$ cat src/hw/rtl/bfba_pkg.sv
// Shared constants of the best-fit block allocator: default sizes, status codes and phase codes.
// No dependencies.
package bfba_pkg;
    localparam int DEF_ADDR_BITS  = 16;
    localparam int DEF_MAX_BLOCKS = 16;

    typedef logic [2:0] status_t;
    localparam status_t ST_OK      = 3'd0;
    localparam status_t ST_NOFIT   = 3'd1;
    localparam status_t ST_BADSIZE = 3'd2;
    localparam status_t ST_FULL    = 3'd3;
    localparam status_t ST_UNKNOWN = 3'd4;

    localparam logic [1:0] PH_SEARCH = 2'd0;
    localparam logic [1:0] PH_EDIT   = 2'd1;
    localparam logic [1:0] PH_FINISH = 2'd2;
endpackage

$ cat src/hw/rtl/best_fit_block_allocator.sv
// Best-fit block allocator: top level with control, free ring and used ring.
// Depends on bfba_pkg, bfba_ring and bfba_cell.
//
// Input channel s_*: one request per transaction; s_tuser is the action
// (0 allocate, 1 free), s_tdata carries request_size and block_address.
// Output channel m_*: one result per request with status, address and pool
// statistics taken after the step.
// Each request runs as three full rotations of the free-block ring (search,
// edit, finish with statistics), the used ring turning along with it, and
// then loads the result register.
// Only one request is in progress at a time.
// A new request is taken once the rotations are done, also while the last
// result still waits; a stalled receiver holds the block after the next
// request's rotations until the result register is free.
// Reset makes the pool 2^ADDR_BITS bytes as one free block with no
// allocated blocks; a write on cfg_wr_en does the same with the written
// pool size (0 taken as 1, larger than 2^ADDR_BITS clamped).
module best_fit_block_allocator
    import bfba_pkg::*;
#(
    parameter int ADDR_BITS  = DEF_ADDR_BITS,
    parameter int MAX_BLOCKS = DEF_MAX_BLOCKS,
    localparam int SW = ADDR_BITS + 1,
    localparam int IW = ((2 * ADDR_BITS + 1 + 7) / 8) * 8,
    localparam int OW = ((3 + ADDR_BITS + 4 * SW + 7) / 8) * 8
) (
    input  logic          aclk,
    input  logic          aresetn,
    input  logic          cfg_wr_en,
    input  logic [SW-1:0] cfg_wr_data,
    input  logic          s_tvalid,
    output logic          s_tready,
    input  logic [IW-1:0] s_tdata,  // request_size, block_address, zero pad
    input  logic          s_tuser,  // action
    output logic          m_tvalid,
    input  logic          m_tready,
    output logic [OW-1:0] m_tdata   // status, granted_address, free_bytes,
                                    // used_bytes, largest_free, smallest_free
);
    localparam int FD = MAX_BLOCKS + 1;
    localparam int EW = 1 + ADDR_BITS + SW;
    localparam int CW = $clog2(FD);
    localparam int UW = $clog2(MAX_BLOCKS + 1);
    localparam logic [SW-1:0] POOL_MAX = SW'(1) << ADDR_BITS;

    localparam logic [1:0] S_IDLE = 2'd0;
    localparam logic [1:0] S_RUN  = 2'd1;
    localparam logic [1:0] S_HOLD = 2'd2;

    logic [1:0] state_reg, state_next;
    logic [1:0] phase_reg, phase_next;
    logic [CW-1:0] cnt_reg, cnt_next;

    logic act_reg;
    logic [SW-1:0] size_reg;
    logic [ADDR_BITS-1:0] addr_reg;
    logic [SW-1:0] flen_reg;

    logic best_reg, best_next;
    logic [ADDR_BITS-1:0] bs_reg, bs_next;
    logic [SW-1:0] bl_reg, bl_next;
    logic [UW-1:0] ucnt_reg, ucnt_next;
    logic found_reg, found_next;
    logic [SW-1:0] acc_reg, acc_next;
    logic hp_reg, hp_next;
    logic [ADDR_BITS-1:0] ps_reg, ps_next;
    logic ins_reg, ins_next;
    status_t st_reg, st_next;
    logic [SW-1:0] fsum_reg, fsum_next, usum_reg, usum_next;
    logic [SW-1:0] big_reg, big_next, small_reg, small_next;
    logic sm_reg, sm_next;
    logic outv_reg;
    logic [OW-1:0] outd_reg;

    logic init;
    logic [SW-1:0] pool;
    logic [EW-1:0] f_head, f_feed, u_head, u_feed, f_init;
    logic f_shift, u_shift;
    logic fv, uv, fvo, uvo;
    logic [ADDR_BITS-1:0] fs, us, fso, uso;
    logic [SW-1:0] fl, ul, flo, ulo;
    logic running, last, out_free, ok;

    assign init = !aresetn || cfg_wr_en;

    always_comb begin
        pool = cfg_wr_data;
        if (!aresetn) begin
            pool = POOL_MAX;
        end else if (cfg_wr_data == '0) begin
            pool = SW'(1);
        end else if (cfg_wr_data > POOL_MAX) begin
            pool = POOL_MAX;
        end
    end

    assign f_init = {1'b1, {ADDR_BITS{1'b0}}, pool};
    assign {fv, fs, fl} = f_head;
    assign {uv, us, ul} = u_head;
    assign f_feed = {fvo, fso, flo};
    assign u_feed = {uvo, uso, ulo};

    assign running = (state_reg == S_RUN);
    assign last = (cnt_reg == CW'(FD - 1));
    assign f_shift = running;
    assign u_shift = running && (cnt_reg < CW'(MAX_BLOCKS));
    assign out_free = !outv_reg || m_tready;
    assign ok = (st_reg == ST_OK);

    bfba_ring #(.DEPTH(FD), .WIDTH(EW)) u_free_ring (
        .aclk       (aclk),
        .init       (init),
        .init_first (f_init),
        .shift      (f_shift),
        .feed       (f_feed),
        .head       (f_head)
    );

    bfba_ring #(.DEPTH(MAX_BLOCKS), .WIDTH(EW)) u_used_ring (
        .aclk       (aclk),
        .init       (init),
        .init_first ('0),
        .shift      (u_shift),
        .feed       (u_feed),
        .head       (u_head)
    );

    always_comb begin
        fvo = fv; fso = fs; flo = fl;
        uvo = uv; uso = us; ulo = ul;
        best_next = best_reg; bs_next = bs_reg; bl_next = bl_reg;
        ucnt_next = ucnt_reg; found_next = found_reg; acc_next = acc_reg;
        hp_next = hp_reg; ps_next = ps_reg; ins_next = ins_reg;
        st_next = st_reg;
        fsum_next = fsum_reg; usum_next = usum_reg;
        big_next = big_reg; small_next = small_reg; sm_next = sm_reg;
        unique case (phase_reg)
            PH_SEARCH: begin
                if (!act_reg) begin
                    if (fv && fl >= size_reg && (!best_reg || fl < bl_reg ||
                            (fl == bl_reg && fs < bs_reg))) begin
                        best_next = 1'b1; bs_next = fs; bl_next = fl;
                    end
                    if (u_shift && uv) begin
                        ucnt_next = ucnt_reg + UW'(1);
                    end
                end else if (u_shift && uv && !found_reg && us == addr_reg) begin
                    found_next = 1'b1;
                    acc_next = ul;
                    uvo = 1'b0;
                end
                if (last) begin
                    if (!act_reg) begin
                        if (size_reg == '0) begin
                            st_next = ST_BADSIZE;
                        end else if (!best_next) begin
                            st_next = ST_NOFIT;
                        end else if (ucnt_next >= UW'(MAX_BLOCKS)) begin
                            st_next = ST_FULL;
                        end else begin
                            st_next = ST_OK;
                        end
                    end else begin
                        st_next = found_next ? ST_OK : ST_UNKNOWN;
                    end
                end
            end
            PH_EDIT: begin
                if (ok && !act_reg) begin
                    if (fv && fs == bs_reg) begin
                        if (fl > size_reg) begin
                            fso = fs + size_reg[ADDR_BITS-1:0];
                            flo = fl - size_reg;
                        end else begin
                            fvo = 1'b0;
                        end
                    end
                    if (u_shift && !uv && !ins_reg) begin
                        uvo = 1'b1; uso = bs_reg; ulo = size_reg;
                        ins_next = 1'b1;
                    end
                end else if (ok && act_reg && fv) begin
                    if ((SW'(fs) + fl) == SW'(addr_reg)) begin
                        hp_next = 1'b1; ps_next = fs;
                        acc_next = acc_reg + fl;
                        fvo = 1'b0;
                    end else if (SW'(fs) == SW'(addr_reg) + flen_reg) begin
                        acc_next = acc_reg + fl;
                        fvo = 1'b0;
                    end
                end
            end
            PH_FINISH: begin
                if (ok && act_reg && !fv && !ins_reg) begin
                    fvo = 1'b1; fso = hp_reg ? ps_reg : addr_reg; flo = acc_reg;
                    ins_next = 1'b1;
                end
                if (fvo) begin
                    fsum_next = fsum_reg + flo;
                    if (flo > big_reg) begin
                        big_next = flo;
                    end
                    if (!sm_reg || flo < small_reg) begin
                        small_next = flo;
                    end
                    sm_next = 1'b1;
                end
                if (u_shift && uv) begin
                    usum_next = usum_reg + ul;
                end
            end
            default: begin
                fvo = fv;
            end
        endcase
    end

    always_ff @(posedge aclk) begin
        if (running && phase_reg == PH_SEARCH && act_reg && u_shift && uv
                && !found_reg && us == addr_reg) begin
            flen_reg <= ul;
        end
    end

    always_comb begin
        state_next = state_reg;
        phase_next = phase_reg;
        cnt_next = cnt_reg;
        unique case (state_reg)
            S_IDLE: begin
                if (s_tvalid) begin
                    state_next = S_RUN;
                    phase_next = PH_SEARCH;
                    cnt_next = '0;
                end
            end
            S_RUN: begin
                if (last) begin
                    cnt_next = '0;
                    if (phase_reg == PH_FINISH) begin
                        state_next = S_HOLD;
                    end else begin
                        phase_next = phase_reg + 2'd1;
                    end
                end else begin
                    cnt_next = cnt_reg + CW'(1);
                end
            end
            S_HOLD: begin
                if (out_free) begin
                    state_next = S_IDLE;
                end
            end
            default: begin
                state_next = S_IDLE;
            end
        endcase
    end

    assign s_tready = (state_reg == S_IDLE);

    always_ff @(posedge aclk) begin
        if (!aresetn) begin
            state_reg <= S_IDLE;
            phase_reg <= PH_SEARCH;
            cnt_reg <= '0;
            outv_reg <= 1'b0;
        end else begin
            state_reg <= state_next;
            phase_reg <= phase_next;
            cnt_reg <= cnt_next;
            if (state_reg == S_HOLD && out_free) begin
                outv_reg <= 1'b1;
            end else if (m_tready) begin
                outv_reg <= 1'b0;
            end
        end
    end

    always_ff @(posedge aclk) begin
        if (s_tvalid && s_tready) begin
            act_reg <= s_tuser;
            size_reg <= s_tdata[SW-1:0];
            addr_reg <= s_tdata[SW+ADDR_BITS-1:SW];
            best_reg <= 1'b0; bs_reg <= '0; bl_reg <= '0;
            ucnt_reg <= '0; found_reg <= 1'b0; acc_reg <= '0;
            hp_reg <= 1'b0; ps_reg <= '0; ins_reg <= 1'b0;
            st_reg <= ST_OK;
            fsum_reg <= '0; usum_reg <= '0; big_reg <= '0;
            small_reg <= '0; sm_reg <= 1'b0;
        end else if (running) begin
            best_reg <= best_next; bs_reg <= bs_next; bl_reg <= bl_next;
            ucnt_reg <= ucnt_next; found_reg <= found_next; acc_reg <= acc_next;
            hp_reg <= hp_next; ps_reg <= ps_next;
            ins_reg <= (last && phase_reg == PH_EDIT) ? 1'b0 : ins_next;
            st_reg <= st_next;
            fsum_reg <= fsum_next; usum_reg <= usum_next;
            big_reg <= big_next; small_reg <= small_next; sm_reg <= sm_next;
        end
        if (state_reg == S_HOLD && out_free) begin
            outd_reg <= OW'({small_reg, big_reg, usum_reg, fsum_reg,
                             ok ? (act_reg ? addr_reg : bs_reg) : {ADDR_BITS{1'b0}},
                             st_reg});
        end
    end

    assign m_tvalid = outv_reg;
    assign m_tdata = outd_reg;
endmodule

$ cat src/hw/rtl/bfba_cell.sv
// One table cell of the allocator ring: holds one entry and takes its neighbor's.
// Imports bfba_pkg but uses none of it; the entry width comes from the WIDTH parameter.
module bfba_cell
    import bfba_pkg::*;
#(
    parameter int WIDTH = 34
) (
    input  logic             aclk,
    input  logic             init,
    input  logic [WIDTH-1:0] init_val,
    input  logic             shift,
    input  logic [WIDTH-1:0] nbr,
    output logic [WIDTH-1:0] q
);
    logic [WIDTH-1:0] q_reg;

    always_ff @(posedge aclk) begin
        if (init) begin
            q_reg <= init_val;
        end else if (shift) begin
            q_reg <= nbr;
        end
    end

    assign q = q_reg;
endmodule

$ cat src/hw/rtl/bfba_ring.sv
// Ring of bfba_cell entries; cell 0 is the head, the last cell takes the feed.
// Depends on bfba_cell; imports bfba_pkg but uses none of it.
module bfba_ring
    import bfba_pkg::*;
#(
    parameter int DEPTH = 17,
    parameter int WIDTH = 34
) (
    input  logic             aclk,
    input  logic             init,
    input  logic [WIDTH-1:0] init_first,
    input  logic             shift,
    input  logic [WIDTH-1:0] feed,
    output logic [WIDTH-1:0] head
);
    logic [WIDTH-1:0] q [DEPTH];
    logic [WIDTH-1:0] nbr [DEPTH];

    genvar i;
    generate
        for (i = 0; i < DEPTH; i++) begin : g_cell
            if (i == DEPTH - 1) begin : g_last
                assign nbr[i] = feed;
            end else begin : g_mid
                assign nbr[i] = q[i+1];
            end
            bfba_cell #(.WIDTH(WIDTH)) u_cell (
                .aclk     (aclk),
                .init     (init),
                .init_val ((i == 0) ? init_first : '0),
                .shift    (shift),
                .nbr      (nbr[i]),
                .q        (q[i])
            );
        end
    endgenerate

    assign head = q[0];
endmodule
$ cat config.mk
export PLATFORM = sky130hd
export DESIGN_NAME = best_fit_block_allocator
export DESIGN_NICKNAME = d
export VERILOG_FILES = /design/src/hw/rtl/bfba_pkg.sv /design/src/hw/rtl/best_fit_block_allocator.sv /design/src/hw/rtl/bfba_cell.sv /design/src/hw/rtl/bfba_ring.sv
export SDC_FILE = /design/constraint.sdc
export NUM_CORES = 2
export LEC_CHECK = 0
export ABC_AREA = 1
export ABC_CLOCK_PERIOD_IN_PS = 8400
export BUFFER_PORTS_ARGS = -buffer_cell sky130_fd_sc_hd__buf_4
export CELL_PAD_IN_SITES_DETAIL_PLACEMENT = 1
export CELL_PAD_IN_SITES_GLOBAL_PLACEMENT = 2
export CORE_MARGIN = 2
export CORE_UTILIZATION = 38
export CTS_CLUSTER_SIZE = 24
export DETAILED_ROUTE_END_ITERATION = 16
export PLACE_DENSITY_LB_ADDON = 0.15
export SLEW_MARGIN = 25
export SYNTH_ARGS = -nofsm -noshare
export SYNTH_HDL_FRONTEND = slang
export SYNTH_SLANG_ARGS = --single-unit
$ cat constraint.sdc
create_clock -name aclk -period 8.4 [get_ports aclk]
set_input_delay 0.42 -clock aclk [delete_from_list [all_inputs] [get_ports aclk]]
set_output_delay 0.42 -clock aclk [all_outputs]
set_load 0.05 [all_outputs]
# After elaboration in Yosys (flattened, before gate mapping)
# Index checks and enable logic that the tools add are counted.
# word_totals
ff_bits	1417
in_bits	63
out_inout_bits	90
elab_cells	242
# op_classes
add_sub_neg	10
n_lt_le_gt_ge	9
n_eq_ne	23
n_mux	78
bitwise_logic	2
n_reduce_logical	61
# ops
operator	n
17-bit two-way mux	19
16-bit two-way mux	9
17-bit one-hot mux with 2 select lines	2
17-bit adder	3
16-bit by 17-bit adder with 17-bit output	2
17-bit greater-than comparator	2
17-bit zero test	2
17-bit < comparator	2
16-bit == test	2
16-bit one-hot mux with 2 select lines	1
5-bit two-way mux	5
1-bit logical AND	24
1-bit two-way mux	24
2-bit two-way mux	10
4-bit AND reduction	5
16-bit by 17-bit == test with 1-bit output	1
17-bit by 16-bit == test with 1-bit output	1
17-bit == test	1
17-bit >= comparator	1
17-bit greater-than comparator (second input constant)	1
17-bit subtractor	1
16-bit adder	1
16-bit < comparator	1
2-bit != test (second input constant)	7
26 further kinds	56

# Logic depth before layout (Yosys ltp)
# depth
depth_word	11
ltp_mapped	23
ltp_nobuf	21

# By module
# A second synthesis with hierarchy kept.
# hier_totals
hier_cells	7475
area_unflattened_um2	70341.2
# by_module_without_submodules
mod	instances	cells_per_inst	area_each_um2	seq_area_each_um2
bfba_cell	33	145	1517.7	1021.0
best_fit_block_allocator	1	2688	20249.4	7287.0
bfba_ring	2	1	3.8	0.0

# Worst setup path before layout
# No wires, ideal clock.
# synth_path
kind	register to register
startpoint	reg outv_reg, in the netlist m_tvalid
endpoint	reg outd_reg[0], in the netlist m_tdata[0], enable pin
setup_time_ns	0.640
t_arrival_ns	6.509
required_ns	7.760
slack_ns	1.251
stages_incl_launch_ff	4
n_path_buf	0
period_less_slack_ns	7.149
path_cell_list	dfxtp_1 -> inv_1 -> nor2_1 -> nor3_1
# synth_via
elab_chain_cells	3
# synth_rtl
item	line	source
start: declaration	best_fit_block_allocator.sv:72	logic outv_reg;
start signal: assignment	best_fit_block_allocator.sv:267	outv_reg <= 1'b0;
start signal: assignment	best_fit_block_allocator.sv:273	outv_reg <= 1'b1;
start signal: assignment	best_fit_block_allocator.sv:275	outv_reg <= 1'b0;
1-bit zero test	best_fit_block_allocator.sv:107	assign out_free = !outv_reg || m_tready;
1-bit logical OR	best_fit_block_allocator.sv:107	
1-bit logical AND	best_fit_block_allocator.sv:300	if (state_reg == S_HOLD && out_free) begin
end signal: assignment	best_fit_block_allocator.sv:301	outd_reg <= OW'({small_reg, big_reg, usum_reg, fsum_reg,
end: declaration	best_fit_block_allocator.sv:73	logic [OW-1:0] outd_reg;
# Every way passes these cells.
# A chain may end at the register's enable or synchronous reset.

# Worst setup path after layout
# layout_path
startpoint	reg act_reg
endpoint	reg small_reg[4]
# layout_via
elab_chain_cells	8
elab_cells_between_ends	10
classes_between	order compare: 1; mux: 4; reduce/logical: 5
# layout_rtl
item	line	source
start: declaration	best_fit_block_allocator.sv:54	logic act_reg;
start signal: assignment	best_fit_block_allocator.sv:282	act_reg <= s_tuser;
1-bit logical AND * (3 in a row)	best_fit_block_allocator.sv:194	if (ok && act_reg && !fv && !ins_reg) begin
17-bit two-way mux	best_fit_block_allocator.sv:194	
17-bit two-way mux	best_fit_block_allocator.sv:137	unique case (phase_reg)
17-bit < comparator	best_fit_block_allocator.sv:203	if (!sm_reg || flo < small_reg) begin
1-bit logical OR	best_fit_block_allocator.sv:203	
4-bit AND reduction (no source line)	n/a	
end signal: assignment	best_fit_block_allocator.sv:298	big_reg <= big_next; small_reg <= small_next; sm_reg <= sm_next;
end: declaration	best_fit_block_allocator.sv:70	logic [SW-1:0] big_reg, big_next, small_reg, small_next;
# Every way passes the cells marked *; elsewhere a longest branch is shown, timed or not. The select of a mux whose other input is x is not followed.

==> impl_metrics.py <==
metrics = {
    "yosys": {
        "synth_ff_type": "dfxtp_1",
        "yosys.cell_count.top_type": "dfxtp_1",
        "synth_top_family_by_area": "compound AO/OA/AOI/OAI gates",
        "ys_seq_area_share_pct": 52.88,
        "ys_types": 53,
        "avgSynthCellArea_um2": 8.213,
        "synthCells": 6889,
        "yosys.area_share.simple_pct": 14.28,
        "synth.top_cells.by_count": "dfxtp_1 (1262), nor2_1 (1212), inv_1 (953)",
        "synth_area_leaders": "dfxtp_1 (45%), edfxtp_1 (8.2%), nor2_1 (8.0%), o21ai_0 (6.7%), inv_1 (6.3%)",
        "synth_compound_area_share_pct": 17.91,
        "syn_nets": 7143,
        "synth-seq-cells": 1417,
        "synth_top_area_share_pct": 44.65,
        "ys.warnings.count": 0,
        "syn_area_mm2": 0.05658,
        "async_flop_share_pct": 0,
        "synth_top_area_cell": "dfxtp_1",
        "synth-xor-area-share_pct": 1.526,
        "synthMuxAreaShare_pct": 0,
        "synth_fa_ha_area_share_pct": 4.317,
        "synth_edf_count": 155,
    },
    "worst_setup_path": {
        "cp_max_fo": 35,
        "critPathCaptureType": "flip-flop",
        "r2r-start": "act_reg",
        "reg2reg_depth": 17,
        "crit_path_start_kind": "flip-flop",
        "rr_endpoint": "small_reg[4]",
        "required_ns": 9.05,
        "rrSetupSlack_ns": 3.37,
        "path_class": "flip-flop to flip-flop",
        "arrival_ns": 5.67,
    },
    "detailed_routing": {
        "post_drt_via_cell_ratio": 5.166,
        "antenna_left": 0,
        "wl_per_cell_um": 19.40,
        "num_vias": 46387,
        "dr.first_iter.drc_count": 3054,
        "drtPass1Iterations": 5,
        "drc": 0,
        "drt_wl_total_um": 174200,
    },
    "clock_network": {
        "cts_tree": "done",
        "clk_pin_slew_worst_paths_ns": 0.06,
        "max-clock-path-buffers": 3,
        "clockRootBuffer": "clkbuf_16",
        "post_cts_buffers": 0,
        "clock-sinks": 1417,
        "htree_levels": 4,
        "clk_latency_ns": 0.81,
        "cts_inserted_buffers": 156,
    },
    "die": {
        "core.rowCount": 141,
        "top_level_ports": 153,
        "chipHeight_um": 389.9,
        "dieArea_mm2": 0.1520,
        "core_area_mm2": 0.1478,
        "dieWidth_um": 389.9,
        "start_util_pct": 38.27,
    },
    "worst_hold_path": {
        "hold_path_end": "state_reg[1]",
        "hp-start": "s_tvalid",
        "whs_path_depth": 5,
        "hold_class": "primary input to flip-flop",
    },
    "timing": {
        "fin_crit_sh_pct": 59.87,
        "timing.fmax_mhz": 198.8,
        "setup_viol": 0,
        "drv_slew": 0,
        "max_slew_margin_pct": 32.51,
        "fin_hold_ws_ns": 0.09177,
        "layout_setup_ws_ns": 3.371,
        "finClkSkew_ns": 0.04032,
        "setup_tns_ns": 0,
        "rsz0062_at_grt": "no",
        "min_period_ns": 5.029,
        "hold_viol_final": 0,
        "tightest_slew_ns": 1.006,
    },
    "run_status": {
        "outcome": "completed",
    },
    "place": {
        "placed_area_mm2": 0.05915,
        "pre_cts_ws_ns": 3.281,
        "place_hpwl_um": 116100,
        "placedCellCount": 8638,
        "portBuffers": 144,
        "place.gp.congestion": 0.9179,
    },
    "global_route": {
        "antenna_found_initial": 12,
        "grt-ovfl-total": 0,
        "grt_max_degree": 284,
        "grt_pass1_vias": 45507,
        "gr-usage-all-layers_pct": 22.46,
        "grt_pass1_wl_um": 266700,
    },
    "cells_and_area": {
        "final_cell_area_mm2": 0.06509,
        "largest_reg_flops": 578,
        "fillerInstances": 17362,
        "area_delta_synth_final_pct": 15.04,
        "antenna-diode-count": 0,
        "nNetsFinal": 7177,
        "layout-drive-gt1-share_pct": 7.177,
        "stdcell_count": 8980,
    },
    "pwr": {
        "p_leak_nw": 25.99,
        "powerDensity_mw_per_mm2": 238.3,
        "peakVddDrop_mv": 0.1433,
    },
    "job": {
        "cap_violations": 0,
    },
}
-- final cells by class --
type                    count  area [µm²]  share of cell area, %
inverters                 971        3667                  5.634
repair buffers            259        2205                  3.387
flip-flops and latches   1417       29920                  45.97
clock inverters            58       793.3                  1.219
multi-input cells        4118       21560                  33.12
clock buffers             227        4531                  6.961
well taps                1930        2415                  3.710
-- cell families (layout without fill, tap and decap cells) --
logic type	count (synthesis)	count (layout)
xor+xnor	97	97
flops	1417	1417
other cells	1	1
simple gates	2032	2032
buf+inv	1354	1515
fa+ha+maj	191	191
compound gates	1797	1797
-- stage by stage --
step / utilization, % / power, mW
detailed placement: 40.01 / 8.659
global route: 44.03 / 16.19
floorplan: - / 8.157
global placement: 40.01 / 8.638
finish: 44.03 / 15.51
CTS: 43.98 / 15.73
-- worst max-delay path by stage --
stage,start,end,slack [ns],cells after the start
final,act_reg,small_reg[4],3.37,17
after global routing,act_reg,small_reg[4],3.02,17
after CTS,act_reg,big_reg[0],3.25,18
after detailed placement,act_reg,big_reg[0],3.28,18
after global placement,act_reg,big_reg[0],3.36,18
after floorplan,m_tvalid,m_tdata[0],1.25,3
-- worst max-delay path, stage by stage (launching register included) --
cell,delay [ns]
edfxtp_1,0.61
inv_2,0.23
nor2_4,0.25
nand2_1,0.14
nor2_4,0.62
buf_4,0.52
o21ai_0,0.33
inv_1,0.37
ha_1,0.20
nand2_1,0.07
nor3_1,0.25
a221oi_1,0.12
o21ai_1,0.09
nand2_1,0.07
nand2_2,0.36
clkinv_1,0.39
nand2_1,0.16
a21oi_1,0.07
-- cells in the final DEF (no fill, tap or decap), types with 83 or more instances in the layout --
cell type / n
dfxtp_1: 1262
nor2_1: 1209
inv_1: 952
o21ai_0: 755
nand2_1: 575
o22ai_1: 548
a21oi_1: 303
buf_4: 194
ha_1: 184
clkbuf_16: 156
edfxtp_1: 155
nand3_1: 124
o211ai_1: 83
-- power by group --
part / leakage (nW) / internal [mW] / switching [mW]
clock network: 2.59 / 4.04 / 2.93
registers: 11.7 / 7.02 / 0.157
logic: 11.7 / 0.395 / 0.972
-- routing by layer --
layer | vias to the layer above | wire length, µm | part of all wire [%] | track usage (%)
met5 | - | 0 | 0 | 0
met4 | 0 | 4134 | 2.4 | 6.339
met3 | 230 | 6969 | 4.0 | 3.005
met2 | 765 | 78740 | 45 | 35.94
met1 | 22623 | 84370 | 48 | 31.67
li1 | 22769 | - | - | -
-- repair_timing --
| action | in CTS | in global routing |
|---|---|---|
| endpoints found under the hold margin | 75 | 0 |
| endpoints found under the setup margin | 0 | 0 |
| gates resized for setup | 0 | 0 |
| hold buffers | 55 | 0 |
(Power assumes the default switching activity.)
